### src/sv/ecc_pkg.sv
`default_nettype none

package ecc_pkg;

  // Field widths of the stream and configuration ports
  localparam int unsigned ADDR_W     = 64;
  localparam int unsigned IDX_IN_W   = 16;
  localparam int unsigned HIT_W      = 8;
  localparam int unsigned MAP_IDX_W  = 16;
  localparam int unsigned CMD_W      = 2;
  localparam int unsigned S_TDATA_W  = ADDR_W + IDX_IN_W;
  localparam int unsigned M_TDATA_W  = HIT_W + MAP_IDX_W;
  localparam int unsigned CFG_IDX_W  = 2;
  localparam int unsigned CFG_DATA_W = 64;

  // Location hash: low address word times this constant, 32-bit wrap
  localparam int unsigned LOC_W = 32;
  localparam logic [15:0] LOC_MULT = 16'd33533;

  // Request commands
  typedef enum logic [CMD_W-1:0] {
    OP_RECORD = 2'd0,
    OP_READ   = 2'd1,
    OP_THREAD = 2'd2,
    OP_NONE   = 2'd3
  } ecc_op_e;

  // Configuration register indexes
  typedef enum logic [CFG_IDX_W-1:0] {
    CFG_INSTRUMENT_ALL = 2'd0,
    CFG_MODULE_START   = 2'd1,
    CFG_MODULE_END     = 2'd2,
    CFG_UNUSED         = 2'd3
  } ecc_cfg_e;

  // Controller to datapath commands
  typedef struct packed {
    logic load_in;    // capture request, range check, hash product
    logic mod_start;  // start location reduction
    logic edge_rd;    // form edge, read counter, advance previous location
    logic idx_rd;     // read counter at entry index
    logic prev_clr;   // new thread
    logic upd;        // write counter back, form result
    logic res_zero;   // result without a counter access
    logic emit;       // move result to the output register
    logic clr_wr;     // clearing pass write
  } ecc_cmd_t;

  // Datapath to controller status
  typedef struct packed {
    ecc_op_e op;
    logic    take;      // record request lies in range or all are taken
    logic    idx_ok;    // entry index inside the map
    logic    mod_done;  // location ready
    logic    clr_last;  // clearing pass at last entry
    logic    out_free;  // output register can take a result
  } ecc_sts_t;

endpackage

`default_nettype wire

### src/sv/ecc_ctrl.sv
`default_nettype none

module ecc_ctrl
  import ecc_pkg::*;
(
  input  logic     clk_i,
  input  logic     rst_ni,
  input  logic     s_valid_i,
  output logic     s_ready_o,
  input  ecc_sts_t sts_i,
  output ecc_cmd_t cmd_o
);

  typedef enum logic [2:0] {
    ST_CLEAR,
    ST_IDLE,
    ST_DECODE,
    ST_MOD,
    ST_UPD,
    ST_EMIT
  } state_e;

  state_e state_q, state_d;
  logic   ready_q;

  // Next state and commands
  always_comb begin
    state_d = state_q;
    cmd_o   = '0;
    unique case (state_q)
      ST_CLEAR: begin
        cmd_o.clr_wr = 1'b1;
        if (sts_i.clr_last) state_d = ST_IDLE;
      end
      ST_IDLE: begin
        if (s_valid_i && ready_q) begin
          cmd_o.load_in = 1'b1;
          state_d       = ST_DECODE;
        end
      end
      ST_DECODE: begin
        case (sts_i.op)
          OP_RECORD: begin
            if (sts_i.take) begin
              cmd_o.mod_start = 1'b1;
              state_d         = ST_MOD;
            end else begin
              cmd_o.res_zero = 1'b1;
              state_d        = ST_EMIT;
            end
          end
          OP_READ: begin
            if (sts_i.idx_ok) begin
              cmd_o.idx_rd = 1'b1;
              state_d      = ST_UPD;
            end else begin
              cmd_o.res_zero = 1'b1;
              state_d        = ST_EMIT;
            end
          end
          OP_THREAD: begin
            cmd_o.prev_clr = 1'b1;
            cmd_o.res_zero = 1'b1;
            state_d        = ST_EMIT;
          end
          default: begin
            cmd_o.res_zero = 1'b1;
            state_d        = ST_EMIT;
          end
        endcase
      end
      ST_MOD: begin
        if (sts_i.mod_done) begin
          cmd_o.edge_rd = 1'b1;
          state_d       = ST_UPD;
        end
      end
      ST_UPD: begin
        cmd_o.upd = 1'b1;
        state_d   = ST_EMIT;
      end
      ST_EMIT: begin
        if (sts_i.out_free) begin
          cmd_o.emit = 1'b1;
          state_d    = ST_IDLE;
        end
      end
      default: state_d = ST_IDLE;
    endcase
  end

  // State and input ready
  always_ff @(posedge clk_i or negedge rst_ni) begin
    if (!rst_ni) begin
      state_q <= ST_CLEAR;
      ready_q <= 1'b0;
    end else begin
      state_q <= state_d;
      ready_q <= (state_d == ST_IDLE);
    end
  end

  assign s_ready_o = ready_q;

endmodule

`default_nettype wire

### config.mk
export PLATFORM = sky130hd
export DESIGN_NAME = ecc_ctrl
export DESIGN_NICKNAME = d
export VERILOG_FILES = /design/src/sv/ecc_pkg.sv /design/src/sv/ecc_ctrl.sv
export SDC_FILE = /design/constraint.sdc
export NUM_CORES = 1
export LEC_CHECK = 0
export ABC_AREA = 1
export BUFFER_PORTS_ARGS = -buffer_cell sky130_fd_sc_hd__buf_2
export CORE_AREA = 4 4 41 43
export DETAILED_ROUTE_END_ITERATION = 16
export DIE_AREA = 0 0 45 47
export SYNTH_ARGS = -nofsm -noshare
export SYNTH_HDL_FRONTEND = slang
export SYNTH_SLANG_ARGS = --single-unit
export TNS_END_PERCENT = 100
### constraint.sdc
create_clock -name clk_i -period 1.8 [get_ports clk_i]
set_clock_uncertainty 0.2 [all_clocks]
set_input_delay 0.09 -clock clk_i [delete_from_list [all_inputs] [get_ports clk_i]]
set_output_delay 0.09 -clock clk_i [all_outputs]
set_load 0.01 [all_outputs]
## Word level (Yosys, flattened, before mapping)

Index checks and enable logic that the tools add are counted.
Widths: inputs -> output; s select.

- Register bits: 4
- Input port bits: 10
- Word-level logic and storage cells: 40

- Equal/unequal tests: 8
- Mux-type cells: 27
- Reduce and logical (&&, ||, !) cells: 3

Operators with widths:

| cell | count |
|---|---|
| $mux 1 | 18 |
| $pmux 3 s6 | 1 |
| $mux 3 | 5 |
| $eq 3x1->1 const B | 2 |
| $eq 3x2->1 const B | 2 |
| $eq 3x3->1 const B | 2 |
| $pmux 3 s2 | 1 |
| $logic_not 3->1 | 1 |
| $eq 2x1->1 const B | 1 |
| $eq 2x2->1 const B | 1 |
| $logic_not 2->1 | 1 |
| $mux 2 | 1 |
| $pmux 1 s2 | 1 |
| $logic_and 1x1->1 | 1 |

## Longest topological paths before layout

- Word-level depth: 4
- Gate-level depth with buffers: 7

## Worst setup path before layout

Ideal clock, no wire load.

- Path type: flip-flop to flip-flop
- From: reg state_q[0]
- To: reg ready_q (netlist: s_ready_o)
- Library setup time: 0.117 ns
- Arrival time: 0.970 ns
- Required time: 1.483 ns
- Setup slack: 0.513 ns
- Cell stages (with the launch flop): 7
- Cell sequence: dfrtp_1 -> inv_1 -> nand3_2 -> nor2_2 -> nor2_2 -> nand2_1 -> nor2_2

- Longest elaborated chain between the ends: 3

RTL lines:

| element | line | source |
|---|---|---|
| from (decl) | ecc_ctrl.sv:23 | `state_e state_q, state_d;` |
| from (signal assigned) | ecc_ctrl.sv:98 | `state_q <= state_d;` |
| $eq 3x3->1 (tied with other cells) | ecc_ctrl.sv:30 | `unique case (state_q)` |
| $pmux 3 s6 * | ecc_ctrl.sv:30 |  |
| $eq 3x1->1 * | ecc_ctrl.sv:99 | `ready_q <= (state_d == ST_IDLE);` |
| to (signal assigned) | ecc_ctrl.sv:99 |  |
| to (decl) | ecc_ctrl.sv:24 | `logic ready_q;` |

Every way passes the cells marked *; elsewhere a longest branch is shown, timed or not.

==> results_tabular.tex <==
\begin{tabular}{lr}
\hline
Metric & Value \\
\hline
\multicolumn{2}{l}{\textbf{Hold path}} \\
Hold depth & 5 \\
Endpoint of the worst hold-timing path & state\_q[0] \\
Worst Hold Launch & sts\_i[1] \\
Worst hold-check path type & input port to flop \\
\multicolumn{2}{l}{\textbf{Critical path}} \\
Type of destination of the critical path & output port \\
End of the worst register-to-register path & s\_ready\_o \\
Reg2Reg Depth & 7 \\
Data required time of the worst path & between 1500 and 2000 ps \\
Largest fanout on the critical path & 5 \\
Worst Setup Start Kind & flop \\
Slowest stage delay, CP & 400 ps \\
Critical Path Slowest Stage Cell & sky130\_fd\_sc\_hd\_\_dfrtp\_1 \\
Crit path cell chain & inv\_1, nand3\_2, nor3b\_1, buf\_2 \\
Arrival time at the worst endpoint & roughly 1300 ps \\
FF-to-FF setup slack & $\sim$480 ps \\
RR Startpoint & state\_q[1] \\
Critical path class & flop to output port \\
\multicolumn{2}{l}{\textbf{Drt}} \\
Number of optimization iterations in the first detailed-route pass & 2 \\
Residual DRC & 0 \\
Initial detailed-routing violation count & 2 \\
Antenna-violating nets left & 0 \\
Final routed wire length divided by cell count & 8.96 µm \\
Vias post-DR & 389 \\
Routed via count divided by cell count & 4.32 \\
Detailed Route WL & between 800 and 900 µm \\
\multicolumn{2}{l}{\textbf{STA}} \\
Fmax & 641 MHz \\
Setup TNS after final layout & 0 ps \\
Final period utilization & slightly below 90\% \\
Worst slew slack as a fraction of its limit & approximately 83\% \\
Final setup fails & 0 \\
Setup repair after global routing missed its margin & false \\
Clock period minus final worst setup slack & 1560 ps \\
Worst Max-Slew Pin Slew & approximately 250 ps \\
Number of hold-slack violations in the final timing report & 0 \\
Number of max-slew violations in the final report & 0 \\
Final critical-path setup slack & $\sim$240 ps \\
Worst slack on hold paths & $\sim$12 ps \\
\multicolumn{2}{l}{\textbf{Synth}} \\
Mean cell area of the mapped netlist & 6.41 µm² \\
Post-synthesis cell area & 320 µm² \\
Number of storage elements in the synthesis netlist & 4 \\
Nets in the synthesized netlist & 60 \\
Number of cells produced by synthesis & 50 \\
Number of distinct standard cells referenced by the synthesized netlist & 15 \\
Number of warnings issued by yosys & 0 \\
Seq/Total Area, Yosys & 31.3\% \\
\multicolumn{2}{l}{\textbf{Run}} \\
Max-cap violations & 0 \\
\multicolumn{2}{l}{\textbf{Global routing}} \\
Wire length of the first global-routing pass & around 1.2 mm \\
Antenna violations before repair & 0 \\
Vias in the first global route & $\sim$330 \\
Congestion Overflow GR & 0 \\
Maximum number of pins on one net before global-route repair & 8 \\
Total routing usage reported by global routing & under 10\% \\
\multicolumn{2}{l}{\textbf{Power}} \\
Final Power & 622 µW \\
Power per unit of standard cell area & 1280 nW/µm² \\
LEAKAGE & around 0.00031 µW \\
Peak supply drop & roughly 0.55 mV \\
\multicolumn{2}{l}{\textbf{Placed design}} \\
Placed standard-cell area & 434 µm² \\
Worst setup slack after placement & 480 ps \\
Port-buffer cells & 19 \\
GPL Wtd Cong & between 0.6 and 0.7 \\
Post-detailed-placement half-perimeter wirelength & 703 µm \\
\multicolumn{2}{l}{\textbf{Floorplan}} \\
Starting utilization of the core area & 24.6\% \\
Ports placed on the boundary & 20 \\
Row Count & 13 \\
Width of the die & 45 µm \\
Area of the die & 2120 µm² \\
Core footprint & between 1000 and 1500 µm² \\
Chip Height & 47 µm \\
\multicolumn{2}{l}{\textbf{Outcome}} \\
Outcome & completed \\
\multicolumn{2}{l}{\textbf{Layout}} \\
Final antenna diode count & 0 \\
Fillers & about 160 \\
Layout Nets & 87 \\
Share of cells above drive strength 1 & 42.7\% \\
Layout overhead on the synthesized area & 52.0\% \\
Final design area excluding fillers & between 400 and 500 µm² \\
\multicolumn{2}{l}{\textbf{Clock network}} \\
Worst-skew pair later-pin latency & 230 ps \\
Clock-pin slew on the worst setup and hold paths & 40 ps \\
CTS tree & yes \\
Maximum buffer depth of the clock tree & 2 \\
Count of clock tree sinks & 4 \\
Cell chosen for the clock root & sky130\_fd\_sc\_hd\_\_clkbuf\_4 \\
TritonCTS Buffers & 3 \\
H-tree Lvls & 1 \\
\hline
\end{tabular}
cells by family after synthesis:
| logic type | after synthesis | share of synthesized area [%] |
|---|---|---|
| compound gates | 1 | 2.34 |
| buf+inv | 11 | 12.9 |
| flops | 4 | 31.3 |
| simple gates | 34 | 53.5 |
critical path: cells and delay by family (launching register included):
family	cells	cell delay [ps]
flops	1	400
simple gates	2	320
buf+inv	2	310
layer usage:
| layer | track usage [%] | share of wire (%) | up-vias |
|---|---|---|---|
| met5 | 0 | 0 | - |
| met4 | 8.77 | 2.1 | 0 |
| met3 | 1.53 | 6.8 | 2 |
| met2 | 13.3 | 50 | 11 |
| met1 | 8.97 | 41 | 169 |
| li1 | - | - | 207 |
synth_stat cells:
cell type                  count  area [µm²]
sky130_fd_sc_hd__o211ai_1      1        7.51
sky130_fd_sc_hd__nor2_1        7        26.3
sky130_fd_sc_hd__nand4_1       1        6.26
sky130_fd_sc_hd__dfrtp_1       4         100
sky130_fd_sc_hd__inv_1        10        37.5
sky130_fd_sc_hd__nor3_1        2        10.0
sky130_fd_sc_hd__nor2_2        6        37.5
sky130_fd_sc_hd__nor3b_1       1        7.51
sky130_fd_sc_hd__nand2_1      10        37.5
sky130_fd_sc_hd__inv_2         1        3.75
sky130_fd_sc_hd__nor4_1        1        6.26
sky130_fd_sc_hd__nand2_2       2        12.5
sky130_fd_sc_hd__nand3_1       2        10.0
sky130_fd_sc_hd__nand3_2       1        10.0
sky130_fd_sc_hd__nand3b_1      1        7.51
layout make-up:
cell class                 count  area [µm²]  share of cell area [%]
clock buffer                   3        22.5                    4.63
inverter                      11        41.3                    8.48
multi-input combinational     35         179                    36.8
sequential                     4         100                    20.6
tap                           15        18.8                    3.86
timing repair buffer          22         125                    25.7
power by group:
part           internal, µW  switching, µW  total, µW
clock network          74.5           35.5        110
logic                   128            202        330
registers               132           50.7        183
layout by cell type, fill, tap and decap left out, drive strengths merged:
master        n
nand3         3
nor4          1
dlygate4sd3   3
nand3b        1
o211ai        1
nor3b         1
nor2         13
inv          11
nor3          2
dfrtp         4
clkbuf        3
buf          19
nand2        12
nand4         1
worst max-delay path by stage:
stage | startpoint | end | slack, ps | cells after the start
finish | state_q[0] | cmd_o[4] | 240 | 4
global route | state_q[0] | cmd_o[4] | 140 | 4
CTS | state_q[0] | cmd_o[4] | 220 | 4
detailed placement | state_q[0] | cmd_o[4] | 480 | 4
global placement | state_q[0] | cmd_o[4] | 490 | 4
floorplan | state_q[0] | s_ready_o | 510 | 6
repair_timing:
item,4_1_cts,5_1_grt
resized for setup,0,0
hold buffers,3,0
endpoints found under the hold margin,5,0
buffers inserted,0,0
per-stage QoR:
stage	instances	util, %
floorplan	50	-
global placement	84	33.4
detailed placement	84	33.4
CTS	90	37.4
global route	90	37.4
finish	90	37.4
state kept, by name, indices dropped and copies added, names as in the netlist:
name and flops:
s_ready_o 1, state_q 3
Note: power is estimated with default switching activity, not from simulation.
